File: config.mk
export PLATFORM = sky130hd
export DESIGN_NAME = fsv_ctrl
export DESIGN_NICKNAME = d
export VERILOG_FILES = /design/src/rtl/core/fsv_pkg.sv /design/src/rtl/core/fsv_ctrl.sv
export SDC_FILE = /design/constraint.sdc
export NUM_CORES = 1
export LEC_CHECK = 0
export ABC_AREA = 1
export BUFFER_PORTS_ARGS = -buffer_cell sky130_fd_sc_hd__buf_2
export CAP_MARGIN = 20
export CORE_MARGIN = 10
export CORE_UTILIZATION = 46
export CTS_CLUSTER_DIAMETER = 30
export DETAILED_ROUTE_END_ITERATION = 12
export PLACE_DENSITY = 0.69
export SLEW_MARGIN = 20
export SYNTH_ARGS = -nofsm -noshare
export SYNTH_HDL_FRONTEND = slang
export SYNTH_SLANG_ARGS = --single-unit
File: constraint.sdc
create_clock -name clk -period 1.6 [get_ports clk]
set_clock_uncertainty 0.1 [all_clocks]
set_input_delay 0 -clock clk [delete_from_list [all_inputs] [get_ports clk]]
set_output_delay 0 -clock clk [all_outputs]
set_load 0.005 [all_outputs]
File: src/rtl/core/fsv_pkg.sv
// shared types, constants and helper functions for the three-axis smoother
// and velocity estimator
// depends on nothing; imported by every module of the block
package fsv_pkg;

  localparam int NUM_AXES     = 3;
  localparam int DATA_W       = 32;
  localparam int COEF_W       = 16;
  localparam int RATE_W       = 10;
  localparam int NCOEF        = 5;
  localparam int WEIGHT_W     = 32;
  localparam int WEIGHT_FRAC  = 24;
  localparam int ACC_W        = 64;
  localparam int SCALED_W     = ACC_W - 12 + RATE_W + 1;
  localparam int CFG_IDX_W    = 3;
  localparam int CFG_DATA_W   = 16;
  localparam int DEF_TAPS     = 5;
  localparam int DEF_HISTORY  = 10;
  localparam int MAX_HISTORY  = 32;

  localparam logic signed [COEF_W-1:0] COEF_RESET = 16'sd3277;
  localparam logic [RATE_W-1:0]        RATE_RESET = 10'd50;

  // register map
  localparam logic [CFG_IDX_W-1:0] REG_COEF_0 = 3'd0;
  localparam logic [CFG_IDX_W-1:0] REG_COEF_4 = 3'd4;
  localparam logic [CFG_IDX_W-1:0] REG_RATE   = 3'd5;

  typedef enum logic [2:0] {
    ST_IDLE,
    ST_FIR,
    ST_FIR_END,
    ST_WB,
    ST_VEL,
    ST_VEL_END,
    ST_SCALE,
    ST_DONE
  } fsv_state_t;

  // per-cycle commands from the sequencer to the axis lanes
  typedef struct packed {
    logic raw_shift;
    logic use_hist;
    logic mul_en;
    logic acc_clr;
    logic hist_wr;
    logic scale_en;
  } fsv_ctl_t;

  function automatic logic signed [DATA_W-1:0] sat32(input logic signed [ACC_W-1:0] v);
    logic signed [ACC_W-1:0] hi;
    logic signed [ACC_W-1:0] lo;
    hi = 64'sd2147483647;
    lo = -64'sd2147483648;
    if (v > hi) begin
      return hi[DATA_W-1:0];
    end else if (v < lo) begin
      return lo[DATA_W-1:0];
    end
    return v[DATA_W-1:0];
  endfunction

  // endpoint derivative weight of a natural cubic spline through hist unit-spaced
  // nodes, exact rational solution rounded half away from zero to Q.24
  function automatic logic signed [WEIGHT_W-1:0] spline_weight(input int hist, input int idx);
    longint                  p [MAX_HISTORY+2];
    longint                  d;
    longint                  num;
    logic [63:0]             mag;
    logic [63:0]             du;
    logic [63:0]             q;
    logic [63:0]             r;
    logic signed [63:0]      qs;
    int                      k;
    logic                    neg;
    for (int j = 0; j < MAX_HISTORY + 2; j++) p[j] = 0;
    k    = hist - 2;
    p[1] = 1;
    for (int j = 1; j < k; j++) p[j+1] = -4 * p[j] - p[j-1];
    d = p[k-1] + 4 * p[k];
    if (d < 0) begin
      d = -d;
      for (int j = 0; j <= k; j++) p[j] = -p[j];
    end
    num = -2 * p[idx];
    if (idx >= 1) num = num + p[idx-1];
    if (idx + 1 <= k) num = num + p[idx+1];
    if (idx > k) num = (idx - 1 <= k) ? p[idx-1] : 0;
    if (idx == hist - 1) num = num + d;
    if (idx == hist - 2) num = num - d;
    neg = (num < 0);
    mag = neg ? 64'(-num) : 64'(num);
    du  = 64'(d);
    q   = '0;
    r   = '0;
    // restoring long division, integer bits then fraction bits
    for (int b = 63; b >= 0; b--) begin
      r = {r[62:0], mag[b]};
      q = {q[62:0], 1'b0};
      if (r >= du) begin
        r    = r - du;
        q[0] = 1'b1;
      end
    end
    for (int b = 0; b < WEIGHT_FRAC; b++) begin
      r = {r[62:0], 1'b0};
      q = {q[62:0], 1'b0};
      if (r >= du) begin
        r    = r - du;
        q[0] = 1'b1;
      end
    end
    if ({r[62:0], 1'b0} >= du) q = q + 64'd1;
    qs = neg ? -$signed(q) : $signed(q);
    return qs[WEIGHT_W-1:0];
  endfunction

endpackage

File: src/rtl/core/fsv_ctrl.sv
// sequencer: fill count, tap and history index, command struct for the lanes
// depends on fsv_pkg
module fsv_ctrl #(
  parameter int TAPS    = fsv_pkg::DEF_TAPS,
  parameter int HISTORY = fsv_pkg::DEF_HISTORY,
  parameter int CNT_W   = 4
) (
  input  logic               clk,
  input  logic               rst_n,
  input  logic               in_valid,
  input  logic               slot_free,
  output logic               in_ready,
  output logic               load,
  output fsv_pkg::fsv_ctl_t  ctl,
  output logic [CNT_W-1:0]   idx
);
  import fsv_pkg::*;

  localparam int FULL_COUNT = TAPS + HISTORY - 1;
  localparam int FILL_W     = $clog2(TAPS + HISTORY);

  fsv_state_t        state_r, state_nxt;
  logic [FILL_W-1:0] fill_r, fill_nxt;
  logic [CNT_W-1:0]  idx_r, idx_nxt;
  logic              emit_r, emit_nxt;

  assign idx = idx_r;

  always_ff @(posedge clk) begin
    if (!rst_n) begin
      state_r <= ST_IDLE;
      fill_r  <= '0;
      idx_r   <= '0;
      emit_r  <= 1'b0;
    end else begin
      state_r <= state_nxt;
      fill_r  <= fill_nxt;
      idx_r   <= idx_nxt;
      emit_r  <= emit_nxt;
    end
  end

  always_comb begin
    state_nxt = state_r;
    fill_nxt  = fill_r;
    idx_nxt   = idx_r;
    emit_nxt  = emit_r;
    in_ready  = 1'b0;
    load      = 1'b0;
    ctl       = '0;
    unique case (state_r)
      ST_IDLE: begin
        in_ready = 1'b1;
        if (in_valid) begin
          ctl.raw_shift = 1'b1;
          ctl.acc_clr   = 1'b1;
          idx_nxt       = '0;
          if (fill_r < FILL_W'(FULL_COUNT)) begin
            fill_nxt = fill_r + 1'b1;
            emit_nxt = 1'b0;
            if (fill_r >= FILL_W'(TAPS - 1)) state_nxt = ST_FIR;
          end else begin
            emit_nxt  = 1'b1;
            state_nxt = ST_FIR;
          end
        end
      end
      ST_FIR: begin
        ctl.mul_en = 1'b1;
        if (idx_r == CNT_W'(TAPS - 1)) begin
          idx_nxt   = '0;
          state_nxt = ST_FIR_END;
        end else begin
          idx_nxt = idx_r + 1'b1;
        end
      end
      ST_FIR_END: begin
        state_nxt = ST_WB;
      end
      ST_WB: begin
        ctl.hist_wr = 1'b1;
        ctl.acc_clr = 1'b1;
        state_nxt   = emit_r ? ST_VEL : ST_IDLE;
      end
      ST_VEL: begin
        ctl.use_hist = 1'b1;
        ctl.mul_en   = 1'b1;
        if (idx_r == CNT_W'(HISTORY - 1)) begin
          idx_nxt   = '0;
          state_nxt = ST_VEL_END;
        end else begin
          idx_nxt = idx_r + 1'b1;
        end
      end
      ST_VEL_END: begin
        state_nxt = ST_SCALE;
      end
      ST_SCALE: begin
        ctl.scale_en = 1'b1;
        state_nxt    = ST_DONE;
      end
      ST_DONE: begin
        if (slot_free) begin
          load      = 1'b1;
          state_nxt = ST_IDLE;
        end
      end
      default: state_nxt = ST_IDLE;
    endcase
  end

endmodule

==> flow_summary.rst, run 1 <==
.. list-table::
   :header-rows: 1

   * - Metric
     - Value
   * - Average size of a mapped cell
     - 7.29 um2
   * - Cell breakdown of the critical path
     - inv_1, ha_1, nand3_1, nand2_4, nand2_4, nor2_2, nor2_2, nand3_1, inv_1
   * - Post-route worst hold slack
     - 73.4 ps
   * - CP max stage cell
     - dfxtp_1
   * - Slew at the pin with the worst max-slew slack
     - 240 ps
   * - GP Congestion
     - 0.724
   * - Final #Nets
     - 137
   * - Pwr/cell area
     - 676 mW/mm2
   * - Cell count after synthesis
     - 107
   * - Post-route cell area
     - 915 um2
   * - Area of the multi-input gates
     - 452 um2
   * - Worst-Skew Late Latency
     - 270 ps
   * - Synth-to-Final Area Change
     - 17.3%
   * - Global-route wire length before repair
     - 2660 um
   * - Dpl cells
     - 138
   * - N_diodes
     - 0
   * - Reported leakage power
     - 0.000461 uW
   * - Number of antenna violations at the first check in global routing
     - 0
   * - Number of pins exceeding their max-slew limit in the final report
     - 0
   * - Layout fillers
     - 155
   * - Synth warn
     - 0
   * - Synth cell types
     - 26
   * - Worst rel slew slack
     - 83.9%
   * - Switching part of the total
     - 28.7%
   * - Final HPWL from detailed placement
     - 1360 um
   * - Total Die Area
     - 0.00374 mm2
   * - Overall Power
     - 618 uW
   * - Unrepaired setup endpoints after global routing
     - no
   * - Worst stage delay on the critical path
     - 420 ps
   * - Summed instance area of the synthesized netlist
     - 779 um2
   * - Highest net fanout along the worst path
     - 6
   * - Non-filler instance count after layout
     - 143
   * - Overflow left after global routing
     - 0
   * - Predominant post-synthesis flop cell
     - dfxtp_1
   * - Detailed-route wire length per cell
     - 11.6 um
   * - Final wirelength
     - 1650 um
   * - Worst path required time
     - 1730 ps
   * - Mapped Nets
     - 115
   * - Drt pass-1 iters
     - 4
   * - DRT iter0 DRCs
     - 11
   * - Clock-pin slew on the worst setup and hold paths
     - 70 ps
   * - Fin. Hold Viols
     - 0
   * - Port Buffers
     - 15
   * - Number of rows created at floorplan
     - 14
   * - CP startpoint kind
     - register
   * - Number of global-route vias before repair
     - 667
   * - CTS Root Cell
     - clkbuf_4
   * - Number of max-cap violations
     - 0
   * - Total negative slack for setup checks
     - 0 ps
   * - # DRC
     - 0
   * - Maximum number of pins on one net before global-route repair
     - 8
   * - Logic gate share of total power
     - 17.1%
   * - Sequential Area
     - 241 um2
   * - Placement-stage cell area
     - 871 um2
   * - Final number of setup-violating endpoints
     - 0
   * - Clock tree sinks
     - 12
   * - GRT Overall Usage
     - 9.49%
   * - Internal Pwr Total
     - 441 uW
   * - Max VDD drop
     - 498 uV
   * - Critical path type
     - register to register
   * - Buffers from clock root to sink, at most
     - 2
   * - Time the final worst path needs with I/O delays and setup
     - 1470 ps
   * - Num ports
     - 16
   * - Kind of end point of the critical path
     - register
   * - Vias
     - 720
   * - Clock tree from TritonCTS
     - done
   * - Die X
     - 61.2 um
   * - Count of buffering cells on the critical path with inverters included
     - 2
   * - Timing-limited maximum frequency
     - 678 MHz
   * - Cell family contributing the most delay on the critical path
     - simple AND/OR/NAND/NOR gates
   * - Fraction of the yosys area taken by sequential cells
     - 30.8%
   * - Part of the cycle the worst path needs
     - 92.2%
   * - Clock network fraction of design power
     - 30.7%
   * - Run status
     - complete, no violations
   * - Data arrival time at the worst-slack endpoint
     - 1600 ps
   * - Die span in y
     - 61.2 um
   * - # Post-CTS Setup Buffers
     - 0
   * - Total CTS buffers
     - 3
   * - Share of flip-flops with an asynchronous set or reset
     - 0%
   * - Detailed-route vias per instance
     - 5.03
   * - Switching power summed over all nets
     - 177 uW
   * - CTS H-Tree Depth
     - 1
   * - Class of the worst hold path
     - input pin to register
   * - Effective utilization at floorplan
     - 50.0%
   * - Number of enable flip-flop cells after synthesis
     - 0
   * - Post-synthesis sequential element count
     - 12
   * - Std-Cell Core Area
     - 0.00156 mm2
   * - Share of post-route cells with drive strength above 1
     - 35.4%
   * - Remaining antenna violation count after routing
     - 0
   * - Part of the power in registers
     - 52.2%
[cell usage after synthesis, types with 4 or more instances]
| library cell | count | area [um2] |
|---|---|---|
| a21oi_1 | 6 | 30.0 |
| dfxtp_1 | 12 | 240 |
| ha_1 | 4 | 50.1 |
| nand3_1 | 7 | 35.0 |
| nand2_2 | 7 | 43.8 |
| o21ai_0 | 5 | 25.0 |
| nand2_1 | 9 | 33.8 |
| nor2_1 | 13 | 48.8 |
| inv_2 | 4 | 15.0 |
| inv_1 | 14 | 52.6 |
| nor2_2 | 4 | 25.0 |
[flip-flops by register name, summed over array words and instances, names as in the netlist]
register	count
fill_r	4
idx	4
state_r	3
emit_r	1
[worst register-to-register path, stage by stage, from the launching register on]
cell and delay (ps):
dfxtp_1 420, inv_1 90, ha_1 200, nand3_1 120
nand2_4 80, nand2_4 80, nor2_2 40, nor2_2 150
nand3_1 100, inv_1 60
[path summary, 6_finish.rpt]
check | start | end | slack, ps | cells after the start
setup / recovery | idx[0]$_SDFFE_PN0P_ | idx[2]$_SDFFE_PN0P_ | 130 | 9
hold / removal | in_valid | emit_r$_SDFFE_PN0P_ | 70 | 5
setup reg to reg | idx[0]$_SDFFE_PN0P_ | idx[2]$_SDFFE_PN0P_ | 130 | 9
hold reg to reg | emit_r$_SDFFE_PN0P_ | emit_r$_SDFFE_PN0P_ | 360 | 2
[power groups by stage]
| stage | Sequential [uW] | Combinational, uW | Clock, uW |
|---|---|---|---|
| after floorplan | 326 | 76.9 | 0 |
| after global placement | 329 | 99.4 | 0 |
| after detailed placement | 329 | 103 | 0 |
| after CTS | 322 | 108 | 192 |
| after global routing | 325 | 119 | 199 |
| final | 323 | 106 | 190 |
[cell type report]
class                           instances  share of cell area (%)
Sequential cell                        12                    26.4
Timing Repair Buffer                   18                    11.2
Tap cell                               16                    2.19
Multi-Input combinational cell         74                    49.4
Inverter                               20                    8.34
Clock buffer                            3                    2.46
[cells by family after synthesis]
logic type      Yosys count  synth area share (%)
fa+ha+maj                 4                  6.42
flops                    12                  30.8
xor+xnor                  1                  1.12
compound gates           16                  11.4
simple gates             53                  39.0
buf+inv                  21                  11.2
[per-stage QoR]
stage / util [%] / setup WS (ps)
2_1_floorplan: - / 269
3_3_place_gp: 55.9 / 160
3_5_place_dp: 55.9 / 158
4_1_cts: 58.6 / 42.1
5_1_grt: 58.7 / 11.1
6_report: 58.7 / 125
[placed cells by master, fill, tap and decap left out, types with 2 or more instances in the layout]
cell            n
nand2_4         3
inv_1          14
nand3_1         7
nor2_1         13
dlygate4sd3_1   2
clkbuf_4        3
nand4_1         2
dfxtp_1        11
nand2_2         7
o21ai_1         2
o21ai_0         5
nand3_2         2
ha_1            4
buf_2          15
nor2_2          4
a21oi_1         6
nand2_1         9
inv_2           4
nor2_4          3
[layer usage]
layer  vias up  share of wire [%]  GRT usage [%]
met3         5                5.9           2.67
li1        379                  -              -
met5         -                  0              0
met2        12                 45           15.5
met1       324                 47           10.7
met4         0                1.9           5.86
[repair_timing]
item | 4_1_cts | 5_1_grt
setup endpoints to repair | 0 | 1
hold endpoints to repair | 6 | 0
gates resized for setup | 0 | 1
hold buffers | 2 | 0
Power figures use the tool's default switching activity.
==> run 2: changes to the inputs <==
- SETUP_SLACK_MARGIN: not set -> 0.15
==> flow_summary.rst, run 2 (synthesized netlist as in run 1, its figures left out) <==
.. list-table::
   :header-rows: 1

   * - Metric
     - Value
   * - Run status
     - complete, no violations
   * - Maximum number of pins on one net before global-route repair
     - 8
   * - Unrepaired setup endpoints after global routing
     - yes
   * - Drt pass-1 iters
     - 2
   * - Reg2reg setup slack
     - 240 ps
   * - Critical path type
     - register to output port
   * - Hold path startpoint
     - in_valid
   * - Dpl cells
     - 138
   * - Worst stage delay on the critical path
     - 390 ps
   * - Time the final worst path needs with I/O delays and setup
     - 1360 ps
   * - Number of rows created at floorplan
     - 14
   * - Fin. Hold Viols
     - 0
   * - CP max stage cell
     - dfxtp_4
   * - Std-Cell Core Area
     - 0.00156 mm2
   * - Switching power summed over all nets
     - 186 uW
   * - Commonest non-fill, non-tap cell in the layout
     - buf_2
   * - Count of buffering cells on the critical path with inverters included
     - 2
   * - Cells on Worst Hold Path
     - 5
   * - Routing usage on met2
     - 15.5%
   * - Clock network fraction of design power
     - 30.6%
   * - DRT iter0 DRCs
     - 10
   * - Highest net fanout along the worst path
     - 6
   * - Detailed-route vias per instance
     - 5.03
   * - Overflow left after global routing
     - 0
   * - Port Buffers
     - 15
   * - Logic gate share of total power
     - 18.6%
   * - Final wirelength
     - 1790 um
   * - Buffers from clock root to sink, at most
     - 2
   * - Clock tree sinks
     - 12
   * - Number of max-cap violations
     - 0
   * - GRT Overall Usage
     - 9.49%
   * - Met1 demand-to-capacity share in global routing
     - 10.7%
   * - CTS Root Cell
     - clkbuf_4
   * - Kind of end point of the critical path
     - output port
   * - Number of antenna violations at the first check in global routing
     - 0
   * - GP Congestion
     - 0.724
   * - Part of the power in registers
     - 50.8%
   * - Die X
     - 61.2 um
   * - Slew at the pin with the worst max-slew slack
     - 208 ps
   * - Max VDD drop
     - 502 uV
   * - Vias
     - 730
   * - Startpoint of the most critical register-to-register path
     - state_r[1]$_SDFFE_PN0P_
   * - Share of post-route cells with drive strength above 1
     - 45.0%
   * - CTS H-Tree Depth
     - 1
   * - Final number of setup-violating endpoints
     - 0
   * - Hold worst-path end
     - emit_r$_SDFFE_PN0P_
   * - Switching part of the total
     - 29.5%
   * - Non-filler instance count after layout
     - 145
   * - Num ports
     - 16
   * - Clock tree from TritonCTS
     - done
   * - Worst-Skew Late Latency
     - 280 ps
   * - Die span in y
     - 61.2 um
   * - Total Die Area
     - 0.00374 mm2
   * - Cell family contributing the most delay on the critical path
     - simple AND/OR/NAND/NOR gates
   * - Part of the cycle the worst path needs
     - 85.0%
   * - Final HPWL from detailed placement
     - 1360 um
   * - Timing-limited maximum frequency
     - 735 MHz
   * - Global-route wire length before repair
     - 2660 um
   * - Internal Pwr Total
     - 445 uW
   * - Detailed-route wire length per cell
     - 12.3 um
   * - Pwr/cell area
     - 651 mW/mm2
   * - Effective utilization at floorplan
     - 50.0%
   * - Clock-pin slew on the worst setup and hold paths
     - 80 ps
   * - Number of pins exceeding their max-slew limit in the final report
     - 0
   * - Total negative slack for setup checks
     - 0 ps
   * - Remaining antenna violation count after routing
     - 0
   * - Data arrival time at the worst-slack endpoint
     - 1260 ps
   * - Total CTS buffers
     - 3
   * - Worst path required time
     - 1500 ps
   * - Commonest cells after routing, fill and taps aside
     - buf_2, nor2_1, inv_1
   * - Synth-to-Final Area Change
     - 24.4%
   * - Count of cells along the worst register-to-register path
     - 9
   * - Utilization of the core after routing
     - 62.2%
   * - Number of global-route vias before repair
     - 667
   * - Cell breakdown of the critical path
     - inv_2, nand2_2, nor2_2, or2_2, buf_2
   * - # DRC
     - 0
   * - CP startpoint kind
     - register
   * - Busiest layer in global routing
     - met2
   * - Reported leakage power
     - 0.000476 uW
   * - N_diodes
     - 0
   * - Class of the worst hold path
     - input pin to register
   * - Final #Nets
     - 139
   * - Met3 track demand over resource
     - 2.67%
   * - Worst rel slew slack
     - 86.0%
   * - Worst R2R End
     - idx[2]$_SDFFE_PN0P_
run 2: worst reg2reg max path, cell delays in order, from the launching register on:
cell and delay, ps:
dfxtp_4 380, inv_2 90, nand2_2 60, nor2_2 140
nand2_4 90, nand2_4 80, nor2_2 40, nor2_2 170
nand3_1 100, inv_1 60
run 2: worst max-delay path by stage:
stage,from,end,slack (ps),cells after the start
floorplan,idx[0]$_SDFFE_PN0P_,idx[3]$_SDFFE_PN0P_,270,9
global placement,idx[0]$_SDFFE_PN0P_,idx[2]$_SDFFE_PN0P_,160,9
detailed placement,idx[0]$_SDFFE_PN0P_,idx[3]$_SDFFE_PN0P_,160,9
CTS,state_r[0]$_SDFFE_PN0P_,ctl[3],150,5
global route,state_r[1]$_SDFFE_PN0P_,idx[3]$_SDFFE_PN0P_,130,9
finish,state_r[1]$_SDFFE_PN0P_,ctl[3],240,5
run 2: layer usage:
metal / share of wire [%] / routed length [um]
met2: 47 / 841
met4: 1.8 / 32
met5: 0 / 0
met1: 46 / 818
met3: 5.4 / 97
run 2: layout make-up:
| type | instances | area, um2 |
|---|---|---|
| well taps | 16 | 20.0 |
| fillers | 148 | 589 |
| multi-input cells | 74 | 479 |
| clock buffers | 3 | 22.5 |
| flip-flops and latches | 12 | 254 |
| repair buffers | 20 | 118 |
| inverters | 20 | 76.3 |
run 2: stage by stage:
step	total power (uW)	setup slack [ps]	hold slack, ps	cell area, um2
2_1_floorplan	403	269	-8.29	779
3_3_place_gp	429	160	183	871
3_5_place_dp	432	158	205	871
4_1_cts	623	154	70.2	917
5_1_grt	652	134	120	970
6_report	631	240	69.9	970
run 2: power by group through the flow:
stage	combinational, uW	clock (uW)	sequential [uW]
after floorplan	76.9	0	326
after global placement	99.4	0	329
after detailed placement	103	0	329
after CTS	108	192	323
after global routing	130	200	322
final	117	193	320
run 2: what timing repair did:
item | CTS | global route
buffers inserted | 0 | 2
endpoints found under the hold margin | 6 | 0
gates resized for setup | 3 | 14
pin swaps | 0 | 3
setup endpoints to repair | 4 | 9
hold buffers | 2 | 0
==> run 3: changes to the inputs <==
- PLACE_DENSITY: 0.69 -> 0.71
- clock period: 1.6 -> 1.2 ns (I/O delays scaled with it)
==> flow_summary.rst, run 3 (synthesized netlist as in run 1, its figures left out) <==
.. list-table::
   :header-rows: 1

   * - Metric
     - Value
   * - Run status
     - complete, but fails checks
   * - Failing checks
     - setup timing
   * - Logic gate share of total power
     - 25.0%
   * - Maximum number of pins on one net before global-route repair
     - 8
   * - Number of rows created at floorplan
     - 14
   * - Std-Cell Core Area
     - 0.00156 mm2
   * - Post-route cell area
     - 0.00132 mm2
   * - CTS H-Tree Depth
     - 1
   * - Commonest non-fill, non-tap cell in the layout
     - buf_4
   * - Num ports
     - 16
   * - Post-route worst hold slack
     - 56.9 ps
   * - Number of max-cap violations
     - 0
   * - CP startpoint kind
     - register
   * - Worst path required time
     - 1300 ps
   * - Cells on Worst Hold Path
     - 4
   * - Buffers from clock root to sink, at most
     - 2
   * - Placement-stage cell area
     - 0.00101 mm2
   * - Detailed-route wire length per cell
     - 15.0 um
   * - Die span in y
     - 61.2 um
   * - Total CTS buffers
     - 3
   * - Kind of end point of the critical path
     - register
   * - Sequential Area
     - 254 um2
   * - Unrepaired setup endpoints after global routing
     - yes
   * - Final wirelength
     - 2460 um
   * - Switching power summed over all nets
     - 290 uW
   * - Class of the worst hold path
     - input pin to register
   * - Die X
     - 61.2 um
   * - Final worst-path setup slack
     - -253 ps
   * - Final #Nets
     - 157
   * - Final HPWL from detailed placement
     - 1420 um
   * - Fin. Hold Viols
     - 0
   * - Share of post-route cells with drive strength above 1
     - 61.5%
   * - GRT Overall Usage
     - 12.5%
   * - Number of pins exceeding their max-slew limit in the final report
     - 0
   * - Worst rel slew slack
     - 82.9%
   * - Number of global-route vias before repair
     - 839
   * - Slew at the pin with the worst max-slew slack
     - 255 ps
   * - Worst-Skew Late Latency
     - 280 ps
   * - Reported leakage power
     - 0.000607 uW
   * - Critical path type
     - register to register
   * - Drt pass-1 iters
     - 4
   * - Detailed-route vias per instance
     - 5.29
   * - Clock-pin slew on the worst setup and hold paths
     - 80 ps
   * - Count of cells along the worst register-to-register path
     - 7
   * - Data arrival time at the worst-slack endpoint
     - 1550 ps
   * - Port Buffers
     - 15
   * - Non-filler instance count after layout
     - 164
   * - Overall Power
     - 1000 uW
   * - Clock tree sinks
     - 12
   * - Max VDD drop
     - 745 uV
   * - Global-route wire length before repair
     - 3620 um
   * - Time the final worst path needs with I/O delays and setup
     - 1450 ps
   * - Hold worst-path end
     - state_r[1]$_SDFFE_PN0P_
   * - Layout fillers
     - 86
   * - Internal Pwr Total
     - 709 uW
   * - Clock tree from TritonCTS
     - done
   * - Vias
     - 868
   * - Highest net fanout along the worst path
     - 4
   * - Number of antenna violations at the first check in global routing
     - 0
   * - Overflow left after global routing
     - 0
   * - GP Congestion
     - 0.757
   * - Clock network fraction of design power
     - 32.4%
   * - CTS Root Cell
     - clkbuf_4
   * - Timing-limited maximum frequency
     - 688 MHz
   * - Part of the cycle the worst path needs
     - 121%
   * - Commonest cells after routing, fill and taps aside
     - buf_4, nor2_1, buf_2
   * - Worst R2R End
     - state_r[2]$_SDFFE_PN0P_
   * - Pwr/cell area
     - 758 mW/mm2
   * - Hold path startpoint
     - slot_free
   * - Area of the multi-input gates
     - 609 um2
   * - Final number of setup-violating endpoints
     - 19
   * - Switching part of the total
     - 29.0%
   * - Synth-to-Final Area Change
     - 69.2%
   * - Part of the power in registers
     - 42.6%
   * - # DRC
     - 0
   * - DRT iter0 DRCs
     - 16
   * - Dpl cells
     - 152
   * - Startpoint of the most critical register-to-register path
     - state_r[0]$_SDFFE_PN0P_
   * - N_diodes
     - 0
   * - Reg2reg setup slack
     - -250 ps
   * - Effective utilization at floorplan
     - 50.0%
   * - Total Die Area
     - 0.00374 mm2
   * - Worst setup slack before clock tree synthesis
     - -189 ps
   * - Remaining antenna violation count after routing
     - 0
## run 3: changes by cell type in the layout (fill, tap and decap cells not counted), sizes merged
cell	before	now
clkbuf	3	4
clkinv	1	2
buf	18	37
dlygate4sd3	2	1
inv	19	18
## run 3: worst max-delay path: stages (launching register included)
cell and delay, ps:
dfxtp_2 360, buf_6 120, buf_4 100, buf_6 100
nand3_4 70, o21ai_0 230, nand3_1 140, a21oi_1 170
## run 3: how the worst max path moves through the flow
stage	slack, ps	from	end	cells past startpoint
after floorplan	-70	state_r[0]$_SDFFE_PN0P_	fill_r[2]$_SDFFE_PN0P_	9
after global placement	-130	state_r[0]$_SDFFE_PN0P_	fill_r[2]$_SDFFE_PN0P_	9
after detailed placement	-190	state_r[0]$_SDFFE_PN0P_	fill_r[2]$_SDFFE_PN0P_	9
after CTS	-190	state_r[0]$_SDFFE_PN0P_	ctl[2]	7
after global routing	-320	state_r[0]$_SDFFE_PN0P_	ctl[2]	7
final	-250	state_r[0]$_SDFFE_PN0P_	state_r[2]$_SDFFE_PN0P_	7
## run 3: cell type report
type,instances,area share [%]
multi-input cells,74,46.2
repair buffers,38,22.7
flip-flops and latches,12,19.3
inverters,20,7.59
clock buffers,4,2.75
well taps,16,1.52
## run 3: metrics by stage
| step | TNS, ps | util, % |
|---|---|---|
| after global placement | -822 | 64.5 |
| after CTS | -2120 | 79.2 |
| after detailed placement | -1100 | 64.5 |
| after floorplan | -203 | - |
| after global routing | -4310 | 84.6 |
| final | -2950 | 84.6 |
## run 3: what timing repair did
item | CTS | global route
endpoints found under the hold margin | 5 | 0
resized for setup | 38 | 17
buffers inserted | 5 | 2
endpoints found under the setup margin | 20 | 20
hold buffers | 1 | 0
pin swaps | 14 | 3
## run 3: power by group through the flow
| stage | registers [uW] | logic, uW | clock network (uW) |
|---|---|---|---|
| 2_1_floorplan | 435 | 109 | 0 |
| 3_3_place_gp | 434 | 168 | 0 |
| 3_5_place_dp | 435 | 171 | 0 |
| 4_1_cts | 425 | 222 | 325 |
| 5_1_grt | 428 | 270 | 345 |
| 6_report | 426 | 250 | 324 |
## run 3: layer usage
metal,track usage [%],share of wire [%],routed length (um)
met1,13.9,42,1030
met2,22.8,50,1240
met3,2.26,5.0,123
met4,4.89,2.9,72
met5,0,0,0
